[src/rtl/crss_pkg.sv]
// Package with sizes, codes and shared types of the coil root-sum-of-squares core
`default_nettype none
package crss_pkg;

  localparam int MAX_PIXELS  = 4096;
  localparam int MAX_COILS   = 64;
  localparam int SAMPLE_BITS = 16;

  localparam int PIX_W  = $clog2(MAX_PIXELS);
  localparam int COIL_W = $clog2(MAX_COILS);
  localparam int PCNT_W = PIX_W + 1;
  localparam int CCNT_W = COIL_W + 1;
  localparam int CFG_W  = (PCNT_W > CCNT_W) ? PCNT_W : CCNT_W;
  localparam int SQ_W   = 2 * SAMPLE_BITS - 1;
  localparam int SUM_W  = 37;
  localparam int MAG_W  = 19;
  localparam int RAD_W  = 2 * MAG_W;
  localparam int REM_W  = MAG_W + 2;
  localparam int STEP_W = $clog2(MAG_W);

  localparam int QUEUE_DEPTH = 4;
  localparam int QPTR_W      = $clog2(QUEUE_DEPTH);
  localparam int QCNT_W      = QPTR_W + 1;

  localparam logic [0:0] REG_PIXEL_COUNT = 1'b0;
  localparam logic [0:0] REG_COIL_COUNT  = 1'b1;

  localparam logic [PCNT_W-1:0] PIXEL_COUNT_RST = PCNT_W'(MAX_PIXELS);
  localparam logic [CCNT_W-1:0] COIL_COUNT_RST  = CCNT_W'(1);

  typedef struct packed {
    logic [PIX_W-1:0] addr;
    logic [SQ_W-1:0]  square;
    logic             first;
    logic             emit;
    logic             last;
  } crss_cmd_t;

  typedef enum logic [1:0] {
    ST_IDLE,
    ST_ACC,
    ST_ROOT,
    ST_OUT
  } crss_state_e;

endpackage
`default_nettype wire

[src/rtl/crss_queue.sv]
// Short command queue between the front and back ends
`default_nettype none
module crss_queue (
  input  logic                clk_i,
  input  logic                rst_ni,
  input  logic                push_i,
  input  crss_pkg::crss_cmd_t cmd_i,
  output logic                full_o,
  input  logic                pop_i,
  output crss_pkg::crss_cmd_t cmd_o,
  output logic                empty_o
);
  import crss_pkg::*;

  crss_cmd_t         slot_q [QUEUE_DEPTH];
  logic [QPTR_W-1:0] wptr_q, rptr_q;
  logic [QCNT_W-1:0] cnt_q;
  logic              do_push, do_pop;

  assign full_o  = (cnt_q == QCNT_W'(QUEUE_DEPTH));
  assign empty_o = (cnt_q == '0);
  assign do_push = push_i && !full_o;
  assign do_pop  = pop_i && !empty_o;
  assign cmd_o   = slot_q[rptr_q];

  always_ff @(posedge clk_i or negedge rst_ni) begin
    if (!rst_ni) begin
      wptr_q <= '0;
      rptr_q <= '0;
      cnt_q  <= '0;
    end else begin
      if (do_push) wptr_q <= wptr_q + QPTR_W'(1);
      if (do_pop)  rptr_q <= rptr_q + QPTR_W'(1);
      unique case ({do_push, do_pop})
        2'b10:   cnt_q <= cnt_q + QCNT_W'(1);
        2'b01:   cnt_q <= cnt_q - QCNT_W'(1);
        default: cnt_q <= cnt_q;
      endcase
    end
  end

  always_ff @(posedge clk_i) begin
    if (do_push) slot_q[wptr_q] <= cmd_i;
  end

endmodule
`default_nettype wire

[config.mk]
export PLATFORM = sky130hd
export DESIGN_NAME = crss_queue
export DESIGN_NICKNAME = d
export VERILOG_FILES = /design/src/rtl/crss_pkg.sv /design/src/rtl/crss_queue.sv
export SDC_FILE = /design/constraint.sdc
export NUM_CORES = 1
export LEC_CHECK = 0
export BUFFER_PORTS_ARGS = -buffer_cell sky130_fd_sc_hd__clkbuf_2
export CAP_MARGIN = 20
export CORE_MARGIN = 10
export CORE_UTILIZATION = 30
export CTS_CLUSTER_DIAMETER = 200
export DETAILED_ROUTE_END_ITERATION = 8
export HOLD_SLACK_MARGIN = 0.02
export SYNTH_ARGS = -nofsm -noshare
export SYNTH_HDL_FRONTEND = slang
export SYNTH_SLANG_ARGS = --single-unit
[constraint.sdc]
create_clock -name clk_i -period 3 [get_ports clk_i]
set_input_delay 0.6 -clock clk_i [delete_from_list [all_inputs] [get_ports clk_i]]
set_output_delay 0.6 -clock clk_i [all_outputs]
set_load 0.02 [all_outputs]
## Word level (Yosys, flattened, before mapping)

Memory sizes are Yosys's and may differ from the RTL's.
Cells that the tools add are included.

| storage, ports and cells | value |
|---|---|
| memory bits (writable) | 184 |
| register bits after elaboration | 7 |
| memories kept | 1 |
| word-level logic and storage cells | 20 |

Memory list:

| name | words | width | read ports | clocked after memory_dff | write ports | RTL line | RTL |
|---|---|---|---|---|---|---|---|
| slot_q | 4 | 46 | 1 | 0 | 1 | crss_queue.sv:15 | `crss_cmd_t slot_q [QUEUE_DEPTH];` |

| operators by class | value |
|---|---|
| equality and inequality tests | 3 |
| add/subtract/negate cells | 4 |
| reductions and logical operators | 6 |
| multiplexer cells | 3 |

Operators by type and width:

| kind | number |
|---|---|
| 3-bit one-hot mux with 2 select lines | 1 |
| 2-bit by 1-bit adder with 2-bit output (second input constant) | 2 |
| 3-bit by 1-bit adder with 3-bit output (second input constant) | 1 |
| 3-bit == test (second input constant) | 1 |
| 3-bit zero test | 1 |
| 3-bit by 1-bit subtractor with 3-bit output (second input constant) | 1 |
| 2-bit by 1-bit == test with 1-bit output (second input constant) | 1 |
| 2-bit == test (second input constant) | 1 |
| 1-bit logical AND | 2 |
| 1-bit zero test | 2 |
| 1-bit two-way mux | 2 |
| 2-bit nonzero test | 1 |

## Depth between registers and ports, before layout

Gate-level depths: netlist (run 1).

| depth | value |
|---|---|
| word-level depth | 5 |
| depth in mapped cells | 9 |

## Least setup slack after synthesis (run 1)

Ideal clock, no wire load.

| timing | value |
|---|---|
| kind | in2reg |
| from | input port push_i |
| to | memory slot_q[0][0] in the netlist's numbering (enable) |
| setup slack | 0.617 ns |
| data arrival time | 1.975 ns |
| cell stages on the path | 2 |
| buffers on the path | 0 |
| data required time | 2.592 ns |
| cell sequence | nor2b_2 > and2_1 |

| between the ends | value |
|---|---|
| longest elaborated chain between the ends | 3 |

Ends and longest elaborated chain:

| item | RTL line | RTL |
|---|---|---|
| start: declaration | crss_queue.sv:6 | `input logic push_i,` |
| 1-bit logical AND | crss_queue.sv:22 | `assign do_push = push_i && !full_o;` |
| 1-bit two-way mux | crss_queue.sv:43 | `if (do_push) slot_q[wptr_q] <= cmd_i;` |
| 1-bit two-way mux (not written as such) | crss_queue.sv:43 |  |
| end: declaration | crss_queue.sv:15 |  |

Every way passes these cells.

==> impl_metrics.ini, run 1 <==
[power]
intPower_uw = 6210
pwr_density_cell_nw_per_um2 = 1040
switchingPower_uw = 2840
ir_drop_mv = 0.349
total_leakage_power_uw = 0.00298
pwr-share-seq_pct = 40.6
combPwrFrac_pct = 31.6
swShare_pct = 31.4
pwr-share-clk_pct = 27.8

[setup_path]
arrival_ns = 2.01
crit_fanout = 48
reg2reg_depth = 4
crit_cells = 3
crit_required_ns = 2.40
cpPeakStageDelay_ns = 0.59
crit_slowest_cell = mux4_2
cp_num_buf_inv = 2
start_kind = register
end_kind = output port
worstSetupPathType = reg2out
cp_top_family = multiplexers
worstPathCellList = buf_12 -> mux4_2 -> clkbuf_2

[global_route]
grt_overflow_total = 0
grtUsageMet1_pct = 11.2
met2_usage_pct = 15.9
met3_usage_pct = 3.49
grt_pass1_vias = 3462
grt_use_total_pct = 9.56
grt-busiest-layer = met2
grt_pass1_wl_mm = 21.4
grt_max_degree = 49
antenna_found_initial = 1

[synthesis]
synth_top_area_share_pct = 78.3
synth.distinct_cells = 21
synth-seq-area-share_pct = 80.8
avgSynthCellArea_um2 = 25.5
syn_nets = 333
ys_warn_count = 0
synth_seq_cells = 191
yosysTopAreaCell = edfxtp_1
synthesis.area_um2 = 7060
synthTopCellsByArea = edfxtp_1, mux4_2, dfrtp_1, ha_1, buf_6
postSynthCellCount = 277

[cells_and_area]
layout-drive-gt1-share_pct = 47.3
finalNonFillerCells = 724
fin_nets = 447
fillers = 2126
area_growth_pct = 23.3

[placed_design]
io_buffers = 97
dp_hpwl_mm = 8.70
place.gp.congestion = 0.645
dp.cells = 690

[clock_tree]
numCtsBuffers = 17
insertion_delay_ns = 0.43
htreeDepth = 4
cts_buffer_depth = 2
cts_root_buf = clkbuf_16
cts_tree = done
cts_sinks = 191
clk_pin_slew_ns = 0.07

[sta]
rsz0062_at_grt = false
timing.final.max_slew_violations = 0
fmax_mhz = 383
tns_ns = 0
worstMarginPinSlew_ns = 0.451
hold_violations = 0
finalCriticalPeriod_ns = 2.61
period_share_pct = 87.1
final-setup-viol-count = 0
skew_ns = 0.0152
maxSlewHeadroom_pct = 69.9

[detailed_routing]
route.detailed.drc = 0
firstDrtPassIters = 4
via_per_inst = 4.30
vias = 3112
ant_nets = 0
wl_per_cell_um = 19.0
drt-total-wl_mm = 13.8
drtIter0Drc = 186

[floorplanning]
fp-row-count = 56
ios = 98
core_area_um2 = 23300
dieWidth_um = 173
die-area_um2 = 30100
start_util_pct = 30.2
die_h_um = 173

[worst_hold_path]
min_delay_path_depth = 1
hold_class = in2reg

[flow_run]
drv_cap = 0

[run_status]
status = completed
power groups by stage:
stage	combinational, µW	clock (µW)	sequential, µW
after floorplan	1990	0	3700
after global placement	2940	0	3710
after detailed placement	2970	0	3740
after CTS	2980	2590	3680
after global routing	3110	2700	3720
final	2860	2510	3680
synthesized netlist by cell type:
cell type / count
edfxtp_1: 184
dfrtp_1: 7
buf_6: 3
inv_1: 6
o31a_1: 1
buf_2: 4
fa_1: 1
buf_4: 2
mux2_2: 1
ha_1: 5
nand2_1: 1
mux2i_1: 1
nor3_1: 1
xnor2_1: 3
nor2b_2: 1
mux4_2: 46
nor3b_2: 1
clkbuf_1: 1
xor2_1: 3
nor2_1: 1
and2_1: 4
through the flow:
step	power (µW)	hold WS [ns]	utilization (%)	setup slack [ns]	cell area, µm²
3_5_place_dp	6710	0.468	34.4	0.807	8020
6_report	9040	0.387	37.3	0.388	8700
4_1_cts	9250	0.371	37.3	0.330	8700
2_1_floorplan	5690	0.304	-	0.617	7060
3_3_place_gp	6650	0.456	34.4	0.816	8020
5_1_grt	9540	0.368	37.3	0.281	8700
worst paths after layout:
path / from / to / slack (ns)
hold reg to reg: cnt_q[2] / cnt_q[2] / 0.53
setup / recovery: rptr_q[0] / cmd_o[13] / 0.39
min in group asynchronous: rst_ni / cnt_q[1] / 0.55
setup reg to reg: cnt_q[2] / slot_q[2][36] / 0.94
hold / removal: cmd_i[40] / slot_q[0][40] / 0.39
max in group asynchronous: rst_ni / rptr_q[0] / 2.24
layer usage:
layer,vias up,share of wire [%],wire [µm]
met5,-,0,0
met4,0,1.3,178
met3,15,4.9,679
met2,75,52,7200
met1,1616,42,5720
li1,1406,-,-
registers in the layout, summed over array words and instances, names as in the netlist:
| name | count |
|---|---|
| cnt_q | 3 |
| rptr_q | 2 |
| slot_q | 184 |
| wptr_q | 2 |
layout by cell type (no fill, tap or decap), drive strengths merged, types with 2 or more instances in the layout:
cell type,instances
edfxtp,184
clkinvlp,2
ha,5
xnor2,3
and2,4
mux4,46
inv,14
xor2,3
dfrtp,7
bufinv,5
clkbuf,114
buf,7
what timing repair did:
| item | 4_1_cts | 5_1_grt |
|---|---|---|
| buffers inserted | 0 | 0 |
| endpoints found under the hold margin | 7 | 0 |
| resized for setup | 0 | 0 |
| hold buffers | 1 | 0 |
cell type report:
cell class                      count  area, µm²  share of cell area, %
Sequential cell                   191       5710                   65.6
Multi-Input combinational cell     70       1260                   14.5
Timing Repair Buffer              105        636                   7.31
Clock buffer                       17        425                   4.89
Tap cell                          319        399                   4.59
Clock inverter                     15        243                   2.79
Inverter                            6       22.5                  0.259
Antenna cell                        1       2.50                 0.0288
kinds of logic (layout without fill, tap and decap cells):
logic type | Yosys count | after routing | synth area share (%)
xor+xnor | 6 | 6 | 0.745
simple gates | 9 | 9 | 0.833
fa+ha+maj | 6 | 6 | 1.17
mux | 48 | 48 | 15.0
compound gates | 1 | 1 | 0.124
other cells | 0 | 1 | 0
flops | 191 | 191 | 80.8
buf+inv | 16 | 143 | 1.35
Note: power is estimated with default switching activity, not from simulation.
==> inputs of run 2 (changes only) <==
--- a/config.mk
+++ b/config.mk
@@ -12,6 +12,7 @@
 export CTS_CLUSTER_DIAMETER = 200
 export DETAILED_ROUTE_END_ITERATION = 8
 export HOLD_SLACK_MARGIN = 0.02
+export PLACE_DENSITY = 0.44
 export SYNTH_ARGS = -nofsm -noshare
 export SYNTH_HDL_FRONTEND = slang
 export SYNTH_SLANG_ARGS = --single-unit
==> impl_metrics.ini, run 2 (same netlist as run 1, synthesis figures left out) <==
[setup_path]
worstSetupPathType = reg2out
crit_required_ns = 2.40
end_kind = output port
start_kind = register
r2r_start = cnt_q[0]
r2r-end = cnt_q[2]
reg2reg_slack_ns = 1.02
arrival_ns = 2.14
reg2reg_depth = 9
crit_fanout = 26

[cells_and_area]
layout.cells.most_common = edfxtp_1
largest_register = slot_q
final_cell_mix = edfxtp_1, clkbuf_2, mux4_2, clkbuf_16
largestRegisters = slot_q x184, cnt_q x3
antennaDiodeCount = 0
finalNonFillerCells = 722
layout-drive-gt1-share_pct = 46.9
largest_register_ffs = 184
area_growth_pct = 21.5
fillers = 2166
fin_nets = 447

[global_route]
grt_use_total_pct = 9.75
grt_overflow_total = 0
grt_pass1_wl_mm = 21.9
antenna_found_initial = 2
grt_max_degree = 47
grt_pass1_vias = 3619

[detailed_routing]
ant_nets = 0
drt-total-wl_mm = 14.3
firstDrtPassIters = 4
vias = 3148
drtIter0Drc = 131
wl_per_cell_um = 19.8
via_per_inst = 4.36
route.detailed.drc = 0

[floorplanning]
core_area_um2 = 23300
die-area_um2 = 30100
die_h_um = 173
start_util_pct = 30.2
dieWidth_um = 173
ios = 98
fp-row-count = 56

[sta]
timing.final.max_slew_violations = 0
tns_ns = 0
maxSlewHeadroom_pct = 77.1
period_share_pct = 91.2
fin_ws_ns = 0.265
final-setup-viol-count = 0
worstMarginPinSlew_ns = 0.343
skew_ns = 0.00812
worst_hold_slack_ns = 0.386
rsz0062_at_grt = false
finalCriticalPeriod_ns = 2.74
hold_violations = 0
fmax_mhz = 366

[run_status]
status = completed

[clock_tree]
cts_sinks = 191
cts_buffer_depth = 2
cts_root_buf = clkbuf_16
htreeDepth = 4
insertion_delay_ns = 0.42
cts_tree = done
numCtsBuffers = 17
clk_pin_slew_ns = 0.07
post_cts_buffers = 0

[power]
total_leakage_power_uw = 0.00292
ir_drop_mv = 0.424
pwr_density_cell_nw_per_um2 = 1010
power.total_uw = 8700

[worst_hold_path]
holdPathEnd = slot_q[3][15]
hold_path.startpoint = cmd_i[15]
min_delay_path_depth = 1
hold_class = in2reg

[flow_run]
drv_cap = 0

[placed_design]
post-place-ws_ns = 0.658
io_buffers = 97
dp_hpwl_mm = 8.58
dp.cells = 690
place.gp.congestion = 0.635
## run 2: cell count changes in the layout (fill, tap and decap cells not counted), sizes merged
cell,before,now
clkinvlp,2,3
clkinv,0,5
inv,14,11
diode,1,0
bufinv,5,1
## run 2: power by group
part           total (µW)  internal, µW  switching, µW
combinational        2810          1160           1650
clock                2140          1150            984
sequential           3750          3530            216
total                8700          5850           2850
## run 2: routing by layer
| layer | vias to the layer above | global-route usage, % | share of wire, % |
|---|---|---|---|
| met5 | - | 0 | 0.091 |
| met3 | 16 | 3.77 | 6.0 |
| met2 | 63 | 16.0 | 50 |
| met1 | 1671 | 11.3 | 43 |
| met4 | 2 | 3.67 | 1.5 |
| li1 | 1396 | - | - |
## run 2: cell type report
cell class	count	area (µm²)	share of cell area, %
timing repair buffer	105	623	7.27
multi-input combinational	70	1260	14.8
inverter	6	22.5	0.263
clock inverter	14	134	1.56
tap	319	399	4.65
sequential	191	5710	66.5
clock buffer	17	425	4.96
## run 2: worst max path at each step
| stage | start | end | slack [ns] | cells past startpoint |
|---|---|---|---|---|
| global route | rptr_q[0] | cmd_o[25] | 0.12 | 3 |
| detailed placement | rptr_q[0] | cmd_o[6] | 0.66 | 3 |
| global placement | rptr_q[0] | cmd_o[25] | 0.65 | 3 |
| floorplan | push_i | slot_q[0][0] | 0.62 | 2 |
| finish | rptr_q[0] | cmd_o[25] | 0.26 | 3 |
| CTS | rptr_q[0] | cmd_o[6] | 0.18 | 3 |
## run 2: what timing repair did
item / 4_1_cts / 5_1_grt
hold buffers: 1 / 0
gates resized for setup: 0 / 0
hold endpoints to repair: 7 / 0
## run 2: through the flow
stage / area (µm²) / util, %
2_1_floorplan: 7060 / -
3_3_place_gp: 8010 / 34.3
5_1_grt: 8570 / 36.7
4_1_cts: 8570 / 36.7
3_5_place_dp: 8010 / 34.3
6_report: 8570 / 36.7
## run 2: worst max-delay path, cell delays in order (launching register included)
cell      delay [ns]
dfrtp_4         0.64
buf_12          0.29
mux4_2          0.57
clkbuf_2        0.18
