**config.mk**
```make
export PLATFORM = sky130hd
export DESIGN_NAME = crss_front
export DESIGN_NICKNAME = d
export VERILOG_FILES = /design/src/rtl/crss_pkg.sv /design/src/rtl/crss_front.sv
export SDC_FILE = /design/constraint.sdc
export NUM_CORES = 1
export LEC_CHECK = 0
export BUFFER_PORTS_ARGS = -buffer_cell sky130_fd_sc_hd__buf_4
export CAP_MARGIN = 20
export CELL_PAD_IN_SITES_DETAIL_PLACEMENT = 2
export CELL_PAD_IN_SITES_GLOBAL_PLACEMENT = 2
export CORE_MARGIN = 2
export CORE_UTILIZATION = 33
export CTS_BUF_LIST = sky130_fd_sc_hd__clkbuf_4
export DETAILED_ROUTE_END_ITERATION = 7
export GPL_TIMING_DRIVEN = 0
export PLACE_DENSITY = 0.72
export RECOVER_POWER = 25
export SYNTH_ARGS = -nofsm -noshare
export SYNTH_HDL_FRONTEND = slang
export SYNTH_SLANG_ARGS = --single-unit
```
**constraint.sdc**
```tcl
create_clock -name clk_i -period 12.12 [get_ports clk_i]
set_input_delay 1.212 -clock clk_i [delete_from_list [all_inputs] [get_ports clk_i]]
set_output_delay 1.212 -clock clk_i [all_outputs]
set_load 0.005 [all_outputs]
```
**src/rtl/crss_pkg.sv**
```systemverilog
// Package with sizes, codes and shared types of the coil root-sum-of-squares core
`default_nettype none
package crss_pkg;

  localparam int MAX_PIXELS  = 4096;
  localparam int MAX_COILS   = 64;
  localparam int SAMPLE_BITS = 16;

  localparam int PIX_W  = $clog2(MAX_PIXELS);
  localparam int COIL_W = $clog2(MAX_COILS);
  localparam int PCNT_W = PIX_W + 1;
  localparam int CCNT_W = COIL_W + 1;
  localparam int CFG_W  = (PCNT_W > CCNT_W) ? PCNT_W : CCNT_W;
  localparam int SQ_W   = 2 * SAMPLE_BITS - 1;
  localparam int SUM_W  = 37;
  localparam int MAG_W  = 19;
  localparam int RAD_W  = 2 * MAG_W;
  localparam int REM_W  = MAG_W + 2;
  localparam int STEP_W = $clog2(MAG_W);

  localparam int QUEUE_DEPTH = 4;
  localparam int QPTR_W      = $clog2(QUEUE_DEPTH);
  localparam int QCNT_W      = QPTR_W + 1;

  localparam logic [0:0] REG_PIXEL_COUNT = 1'b0;
  localparam logic [0:0] REG_COIL_COUNT  = 1'b1;

  localparam logic [PCNT_W-1:0] PIXEL_COUNT_RST = PCNT_W'(MAX_PIXELS);
  localparam logic [CCNT_W-1:0] COIL_COUNT_RST  = CCNT_W'(1);

  typedef struct packed {
    logic [PIX_W-1:0] addr;
    logic [SQ_W-1:0]  square;
    logic             first;
    logic             emit;
    logic             last;
  } crss_cmd_t;

  typedef enum logic [1:0] {
    ST_IDLE,
    ST_ACC,
    ST_ROOT,
    ST_OUT
  } crss_state_e;

endpackage
`default_nettype wire

```
**src/rtl/crss_front.sv**
```systemverilog
// Front end: configuration, pixel and coil tracking, squaring of each sample
`default_nettype none
module crss_front (
  input  logic                                 clk_i,
  input  logic                                 rst_ni,
  input  logic                                 cfg_we_i,
  input  logic [0:0]                           cfg_idx_i,
  input  logic [crss_pkg::CFG_W-1:0]           cfg_wdata_i,
  input  logic                                 push,
  input  logic signed [crss_pkg::SAMPLE_BITS-1:0] sample_i,
  output logic                                 full,
  output logic                                 q_push_o,
  output crss_pkg::crss_cmd_t                  q_cmd_o,
  input  logic                                 q_full_i
);
  import crss_pkg::*;

  logic [PCNT_W-1:0] pcnt_q;
  logic [CCNT_W-1:0] ccnt_q;
  logic [PIX_W-1:0]  pixel_q, pixel_d;
  logic [COIL_W-1:0] coil_q, coil_d;

  logic [PCNT_W-1:0] npix;
  logic [CCNT_W-1:0] ncoil;
  logic [PIX_W-1:0]  pos;
  logic              last_pix;
  logic              last_coil;
  logic              accept;
  logic signed [2*SAMPLE_BITS-1:0] prod;

  always_ff @(posedge clk_i or negedge rst_ni) begin
    if (!rst_ni) begin
      pcnt_q <= PIXEL_COUNT_RST;
      ccnt_q <= COIL_COUNT_RST;
    end else if (cfg_we_i) begin
      unique case (cfg_idx_i)
        REG_PIXEL_COUNT: pcnt_q <= cfg_wdata_i[PCNT_W-1:0];
        REG_COIL_COUNT:  ccnt_q <= cfg_wdata_i[CCNT_W-1:0];
        default: ;
      endcase
    end
  end

  always_comb begin
    priority if (pcnt_q == '0) npix = PCNT_W'(1);
    else if (pcnt_q > PCNT_W'(MAX_PIXELS)) npix = PCNT_W'(MAX_PIXELS);
    else npix = pcnt_q;

    priority if (ccnt_q == '0) ncoil = CCNT_W'(1);
    else if (ccnt_q > CCNT_W'(MAX_COILS)) ncoil = CCNT_W'(MAX_COILS);
    else ncoil = ccnt_q;

    if ({1'b0, pixel_q} >= npix) pos = PIX_W'(npix - PCNT_W'(1));
    else pos = pixel_q;

    last_pix  = ({1'b0, pos} + PCNT_W'(1)) >= npix;
    last_coil = ({1'b0, coil_q} + CCNT_W'(1)) >= ncoil;

    if (last_pix) begin
      pixel_d = '0;
      coil_d  = last_coil ? '0 : coil_q + COIL_W'(1);
    end else begin
      pixel_d = pos + PIX_W'(1);
      coil_d  = coil_q;
    end
  end

  assign accept = push && !q_full_i;
  assign full   = q_full_i;

  always_ff @(posedge clk_i or negedge rst_ni) begin
    if (!rst_ni) begin
      pixel_q <= '0;
      coil_q  <= '0;
    end else if (accept) begin
      pixel_q <= pixel_d;
      coil_q  <= coil_d;
    end
  end

  assign prod = (2*SAMPLE_BITS)'(sample_i) * (2*SAMPLE_BITS)'(sample_i);

  assign q_push_o       = accept;
  assign q_cmd_o.addr   = pos;
  assign q_cmd_o.square = prod[SQ_W-1:0];
  assign q_cmd_o.first  = (coil_q == '0);
  assign q_cmd_o.emit   = last_coil;
  assign q_cmd_o.last   = last_pix;

endmodule
`default_nettype wire

```
[Word-level counts from Yosys, hierarchy flattened]
Cells that the tools add are included.
Storage, ports and cells
  bits in registers: 38
  bits of input ports: 35
  output and inout port bits: 48
  logic and storage cells: 31
Cells by class
  add/sub/neg operators: 5
  $mul: 1
  magnitude comparators: 5
  muxes and demuxes: 7
  bitwise operators: 1
  reduce and logical (&&, ||, !) cells: 8
Operator list (number)
  16-bit by 16-bit multiplier with 31-bit output: 1
  13-bit 2-to-1 mux: 2
  12-bit 2-to-1 mux: 2
  7-bit 2-to-1 mux: 2
  12-bit by 1-bit adder with 13-bit output (second input constant): 1
  12-bit by 13-bit greater-or-equal comparator with 1-bit output: 1
  13-bit greater-or-equal comparator: 1
  13-bit > comparator (second input constant): 1
  13-bit zero test: 1
  12-bit by 1-bit adder with 12-bit output (second input constant): 1
  12-bit by 1-bit subtractor with 12-bit output (second input constant): 1
  6-bit by 1-bit adder with 7-bit output (second input constant): 1
  7-bit greater-or-equal comparator: 1
  7-bit > comparator (second input constant): 1
  7-bit zero test: 1
  6-bit by 1-bit adder with 6-bit output (second input constant): 1
  6-bit zero test: 1
  6-bit 2-to-1 mux: 1
  2-bit AND reduction: 3
  1-bit logical AND: 1
  1-bit zero test: 1
  1-bit NOT: 1

[Depth between registers and ports, before layout]
Gate-level depths: netlist of the first run.
  word-level depth: 8
  depth in mapped cells: 29
  mapped depth without buffers: 24

[Least setup slack after synthesis of the first run]
OpenSTA, ideal clock, no wires.
  kind: input port to output port
  start point: input port sample_i[1] in the netlist's numbering
  end point: output port q_cmd_o[33] in the netlist's numbering
  data arrival time: 6.949 ns
  required time: 10.908 ns
  slack: 3.959 ns
  cell stages on the path: 23
  buffers on the path: 2
  path through: clkbuf_1 > clkbuf_1 > nand2_1 > fa_1 > inv_1 > fa_1 > inv_1 > fa_1 > inv_1 > fa_1 > inv_1 > fa_1 > inv_1 > fa_1 > ha_1 > a21oi_1 > a31oi_1 > a2111oi_0 > o211ai_1 > a31oi_1 > nor2_1 > o211a_1 > a211o_1
RTL lines
  start, declared: RTL line crss_front.sv:10  | input logic signed [crss_pkg::SAMPLE_BITS-1:0] sample_i,
  end, declared: RTL line crss_front.sv:13  | output crss_pkg::crss_cmd_t q_cmd_o,

==> results of run 1 <==
==> registers in the layout, indices dropped and copies added (netlist names) <==
signal	cells
pixel_q	12
ccnt_q	7
coil_q	6
pcnt_q	13
==> cells in the mapped netlist (5+ instances only) <==
cell and instances:
nand4_1 8, fa_1 235, xor2_1 12, and3_1 9, buf_4 6, nor2b_1 6, a22o_1 9, clkbuf_1 26
nand3_1 27, mux2_2 23, a211oi_1 6, a21oi_1 33, a31oi_1 7, inv_1 334, dfrtp_1 36, nor4_1 5
nand2b_1 16, o21ai_0 28, ha_1 120, a21o_1 8, xnor2_1 44, mux2i_1 10, nor2_1 59, and2_1 51
nor3_1 15, nand2_1 114
==> per-stage QoR <==
| step | util [%] | hold WS [ns] | worst slack, ns | area (um2) |
|---|---|---|---|---|
| finish | 37.0 | 0.558 | 2.04 | 13200 |
| global route | 37.0 | 0.576 | 1.53 | 13200 |
| detailed placement | 36.8 | 0.526 | 1.91 | 13100 |
| global placement | 36.8 | 0.519 | 1.99 | 13100 |
| floorplan | - | 0.492 | 3.96 | 12000 |
| CTS | 37.0 | 0.560 | 1.89 | 13200 |
==> critical path, delay by kind of cell <==
kind	cells	cell delay [ns]
AO/OA/AOI/OAI	6	2.15
XOR/XNOR	1	0.18
adder cells (fa/ha/maj)	7	3.49
buffers and inverters	8	1.47
AND/OR/NAND/NOR	2	0.37
==> worst max path at each step <==
stage / start / to / slack, ns / cells after the start
after floorplan: sample_i[1] / q_cmd_o[33] / 3.96 / 23
after global placement: sample_i[1] / q_cmd_o[31] / 1.99 / 24
after detailed placement: sample_i[1] / q_cmd_o[31] / 1.91 / 24
after CTS: sample_i[1] / q_cmd_o[31] / 1.89 / 24
after global routing: sample_i[1] / q_cmd_o[31] / 1.53 / 24
final: sample_i[1] / q_cmd_o[31] / 2.04 / 24
==> cell type report <==
cell class / instances / share of cell area [%]
buffer: 38 / 1.35
clock buffer: 5 / 0.285
clock inverter: 3 / 0.123
inverter: 336 / 9.57
multi-input combinational: 908 / 72.6
sequential: 38 / 7.23
tap: 461 / 4.38
timing repair buffer: 79 / 4.47
==> per-layer routing <==
metal	share of wire [%]	up-vias	global-route usage (%)
met3	2.1	21	1.41
li1	-	4235	-
met5	0	-	0
met1	44	4825	26.2
met2	53	92	37.8
met4	0.80	0	2.19
==> kinds of logic after synthesis <==
group	synth area share [%]
flops	7.97
compound gates	7.84
xor+xnor	4.10
other cells	0.0314
fa+ha+maj	51.9
mux	3.00
simple gates	13.1
buf+inv	12.0
==> results.py, run 1 <==
metrics = {
    "layout": {
        "multi_input_comb_area_um2": 9570,
        "n_antenna_cell": 0,
        "nNetsFinal": 1796,
        "final_common_cell": "inv_1",
        "drive_above_1_share_pct": 9.24,
        "fillers": 4060,
        "final_cell_mix": "inv_1, fa_1, ha_1",
        "seqCellArea_um2": 953,
        "area_growth_pct": 10.2,
        "fin_cells": 1868,
    },
    "status": {
        "outcome": "finished with violations",
        "violations": "DRC, capacitance limit, slew limit",
    },
    "setup_path": {
        "worst-path-max-fanout": 10,
        "start_kind": "input port",
        "critPathMaxStageDelay_ns": 0.60,
        "timing.rr.start": "pcnt_q[3]",
        "worstPathRequired_ns": 10.91,
        "crit_chain": "clkbuf_1 -> clkbuf_1 -> nand2_1 -> fa_1 -> inv_1 -> fa_1 -> inv_1 -> fa_1 -> inv_1 -> fa_1 -> inv_1 -> fa_1 -> inv_1 -> fa_1 -> ha_1 -> a21oi_1 -> a31oi_1 -> a2111oi_0 -> o211ai_1 -> a31oi_1 -> nor2_1 -> o21ai_0 -> xnor2_1 -> buf_4",
        "cp_data_arrival_time_ns": 8.86,
        "endpoint_kind": "primary output",
        "r2r.worst_path.cells": 26,
        "crit_type": "input port to primary output",
        "cp_common_cell": "fa_1",
        "rrSetupSlack_ns": 4.47,
        "r2r-end": "pixel_q[2]",
        "cp_slowest_cell": "clkbuf_1",
    },
    "yosys": {
        "synth_edf_count": 0,
        "synth_top_area_share_pct": 39.3,
        "synth_ff_type": "dfrtp_1",
        "ys_types": 63,
        "syn-num-nets": 1710,
        "yosysSeqAreaShare_pct": 7.97,
        "synth_area_leaders": "fa_1, ha_1, inv_1",
        "synthArstFlopShare_pct": 100,
        "synth_area_leader_cell": "fa_1",
        "avgSynthCellArea_um2": 9.06,
        "synthCells": 1320,
        "synth_warnings": 0,
        "synth-seq-cells": 38,
        "synth_area_um2": 12000,
    },
    "timing": {
        "finalSetupTns_ns": 0,
        "max-slew-margin-rel_pct": -57.3,
        "tightestPinTransition_ns": 2.36,
        "finalCritPeriodShare_pct": 83.1,
        "final-setup-viol-count": 0,
        "min_period_ns": 10.08,
        "max_freq_mhz": 99.2,
        "hold_viol_final": 0,
        "fin_worst_skew_ns": 0.00566,
        "grt_setup_unrepaired": "no",
        "drv_slew": 39,
    },
    "route": {
        "wl_um": 36500,
        "via_per_inst": 4.91,
        "first_pass_iters": 8,
        "dr_total_vias": 9173,
        "ant_nets": 0,
        "drc": 3,
        "drtIter0Drc": 265,
        "routedWlPerCell_um": 19.6,
    },
    "clocking": {
        "insertion_delay_ns": 0.38,
        "clock-root-buffer": "clkbuf_4",
        "post_cts_buffers": 0,
        "cts-buffers-inserted": 5,
        "cts_resized": 0,
        "cts_num_sinks": 38,
        "h-tree-depth": 2,
        "cts_tree": "yes",
        "clkTransAtPathRegs_ns": 0.15,
        "cts_hold_buffers": 0,
        "cts_max_path_buffers": 2,
    },
    "die": {
        "die_x_um": 194,
        "initial_utilization_pct": 33.5,
        "ios": 83,
        "rows": 69,
        "dieArea_um2": 37800,
        "die_h_um": 194,
        "core_area_um2": 35700,
    },
    "placement": {
        "io_buffers": 79,
        "dpl.hpwl_um": 32200,
        "place_inst": 1860,
        "gp_congestion": 0.837,
    },
    "grt": {
        "grt_pass1_vias": 10866,
        "antenna_found_initial": 0,
        "gr-total-overflow": 0,
        "grt_pass1_wl_um": 59800,
        "grt_max_degree": 39,
        "grt_use_total_pct": 20.2,
    },
    "worst_hold_path": {
        "hold_class": "register to register",
        "worstHoldEndpoint": "ccnt_q[6]",
        "hold_start": "ccnt_q[6]",
        "holdPathStages": 1,
    },
    "run": {
        "maxCapViolCount": 1,
    },
}
Power of run 1 is not shown: default switching activity piles up to over one toggle a cycle in this logic, so the estimate is an artifact.
==> inputs of run 2 (changes only) <==
ABC_AREA = 1   (was default)
PLACE_DENSITY = 0.77   (was 0.72)
clock period = 9.2 ns   (was 12.12 ns; I/O delays follow)
==> run 2 against run 1 <==
Against the previous run: final cell count is 10% higher; clock skew is 0.0024 ns higher; the flow finishes with violations (capacitance limit, slew limit); hold slack worse by 0.054 ns; via count is 6.1% higher; clock-buffer cell count stayed put; area after synthesis is 2.2% higher; largest cell class unchanged; die area is 2.2% higher.
==> results.py, run 2 <==
metrics = {
    "timing": {
        "tightestPinTransition_ns": 2.27,
        "fin_worst_skew_ns": 0.00801,
        "finalCritPeriodShare_pct": 94.4,
        "final-setup-viol-count": 0,
        "drv_slew": 39,
        "grt_setup_unrepaired": "no",
        "max_freq_mhz": 115,
        "hold_viol_final": 0,
        "min_period_ns": 8.68,
        "finalSetupTns_ns": 0,
        "max-slew-margin-rel_pct": -51.2,
    },
    "yosys": {
        "synth_edf_count": 0,
        "synth_area_um2": 12200,
        "synthArstFlopShare_pct": 100,
        "synth_top_area_share_pct": 38.5,
        "syn-num-nets": 1904,
        "synth_most_common_cell": "inv_1",
        "yosysSeqAreaShare_pct": 7.80,
        "synth_ff_type": "dfrtp_1",
        "synth_warnings": 0,
        "synth_common_cells": "inv_1, nand2_1, fa_1",
        "synth_area_leader_cell": "fa_1",
        "ys_types": 51,
        "avgSynthCellArea_um2": 8.08,
        "synth-seq-cells": 38,
        "synth_area_leaders": "fa_1, inv_1, ha_1",
        "synthCells": 1514,
    },
    "clocking": {
        "clkTransAtPathRegs_ns": 0.12,
        "cts-buffers-inserted": 5,
        "h-tree-depth": 2,
        "cts_tree": "yes",
        "cts_num_sinks": 38,
        "cts_hold_buffers": 0,
        "cts_max_path_buffers": 2,
        "clock-root-buffer": "clkbuf_4",
        "insertion_delay_ns": 0.38,
        "post_cts_buffers": 0,
    },
    "route": {
        "ant_nets": 0,
        "via_per_inst": 4.72,
        "routedWlPerCell_um": 18.0,
        "wl_um": 37300,
        "drc": 0,
        "drtIter0Drc": 288,
        "dr_total_vias": 9732,
        "first_pass_iters": 4,
    },
    "layout": {
        "final_common_cell": "inv_1",
        "fin_util_pct": 36.8,
        "nNetsFinal": 1984,
        "drive_above_1_share_pct": 8.97,
        "largest_reg_flops": 13,
        "final_cell_mix": "inv_1, nand2_1, fa_1",
        "largest-register": "pcnt_q",
        "biggestRegsByFlops": "pcnt_q x13, pixel_q x12, ccnt_q x7",
        "area_growth_pct": 9.77,
        "fillers": 4262,
    },
    "placement": {
        "io_buffers": 73,
        "dpl.hpwl_um": 33900,
        "gp_congestion": 0.874,
    },
    "grt": {
        "grt_busiest_layer": "met2",
        "antenna_found_initial": 1,
        "grt_pass1_vias": 11889,
        "use_met1_pct": 25.7,
        "grt_use_total_pct": 20.5,
        "grt_pass1_wl_um": 61800,
        "gr-total-overflow": 0,
        "grtUsageMet3_pct": 1.25,
        "grt_max_degree": 39,
        "grt_use_met2_pct": 38.4,
    },
    "setup_path": {
        "worstPathRequired_ns": 8.28,
        "worst-path-max-fanout": 10,
        "rrSetupSlack_ns": 3.65,
        "start_kind": "input port",
        "cp_data_arrival_time_ns": 7.76,
        "crit_type": "input port to primary output",
        "endpoint_kind": "primary output",
    },
    "worst_hold_path": {
        "hold_class": "register to register",
    },
    "die": {
        "dieArea_um2": 38600,
        "initial_utilization_pct": 33.5,
        "core_area_um2": 36500,
        "die_h_um": 196,
        "die_x_um": 196,
        "rows": 70,
        "ios": 83,
    },
    "run": {
        "maxCapViolCount": 1,
    },
    "status": {
        "violations": "capacitance limit, slew limit",
        "outcome": "finished with violations",
    },
}
==> run 2: path summary, 6_finish.rpt <==
| kind | from | end | cells past startpoint |
|---|---|---|---|
| max | sample_i[6] | q_cmd_o[32] | 24 |
| min | coil_q[5] | coil_q[5] | 2 |
| max reg2reg | pcnt_q[6] | coil_q[3] | 34 |
| min reg2reg | coil_q[5] | coil_q[5] | 2 |
| max in group asynchronous | rst_ni | pixel_q[2] | 1 |
| min in group asynchronous | rst_ni | coil_q[2] | 1 |
==> run 2: critical path, cell delays in order <==
cell	delay, ns
buf_4	0.12
clkbuf_1	0.35
clkbuf_2	0.42
nand2_1	0.18
fa_1	0.66
inv_1	0.08
fa_1	0.76
inv_1	0.28
fa_1	0.59
inv_1	0.05
fa_1	0.47
inv_1	0.07
fa_1	0.51
fa_1	0.54
inv_1	0.04
ha_1	0.35
nand2_1	0.14
nor4_1	0.37
nand3_1	0.12
nand3_1	0.23
nand2_1	0.09
nand3_1	0.10
xor2_1	0.18
buf_4	0.14
==> run 2: through the flow <==
step	area [um2]	worst slack [ns]	hold WS (ns)	instances
after floorplan	12200	1.74	0.449	1514
after global placement	13400	0.343	0.464	2055
after detailed placement	13400	0.148	0.483	2055
after CTS	13400	0.130	0.515	2063
after global routing	13400	0.0320	0.540	2064
final	13400	0.516	0.504	2064
==> run 2: what timing repair did <==
action,in CTS,in global routing
setup endpoints to repair,0,10
resized for setup,0,15
endpoints found under the hold margin,0,0
==> run 2: cell type report <==
cell class | count | area [um2] | area share [%]
Antenna cell | 1 | 2.50 | 0.0186
Multi-Input combinational cell | 976 | 9350 | 69.7
Inverter | 461 | 1740 | 12.9
Sequential cell | 38 | 953 | 7.10
Timing Repair Buffer | 73 | 544 | 4.05
Clock inverter | 3 | 16.3 | 0.121
Buffer | 39 | 194 | 1.44
Tap cell | 468 | 586 | 4.36
Clock buffer | 5 | 37.5 | 0.280
==> run 2: cells by family (layout without fill, tap and decap cells) <==
kind of cell | Yosys count | count (layout) | share of synthesized area, %
xor+xnor | 52 | 52 | 3.72
buf+inv | 500 | 581 | 15.7
flops | 38 | 38 | 7.80
compound gates | 110 | 110 | 5.26
mux | 3 | 3 | 0.276
simple gates | 455 | 455 | 16.4
other cells | 1 | 2 | 0.0307
fa+ha+maj | 355 | 355 | 50.8
==> run 2: layer usage <==
layer	part of all wire, %	wire length (um)
met5	0	0
met4	2.2	828
met3	2.3	853
met2	54	20000
met1	42	15600
Power of run 2 is left out for the same reason.
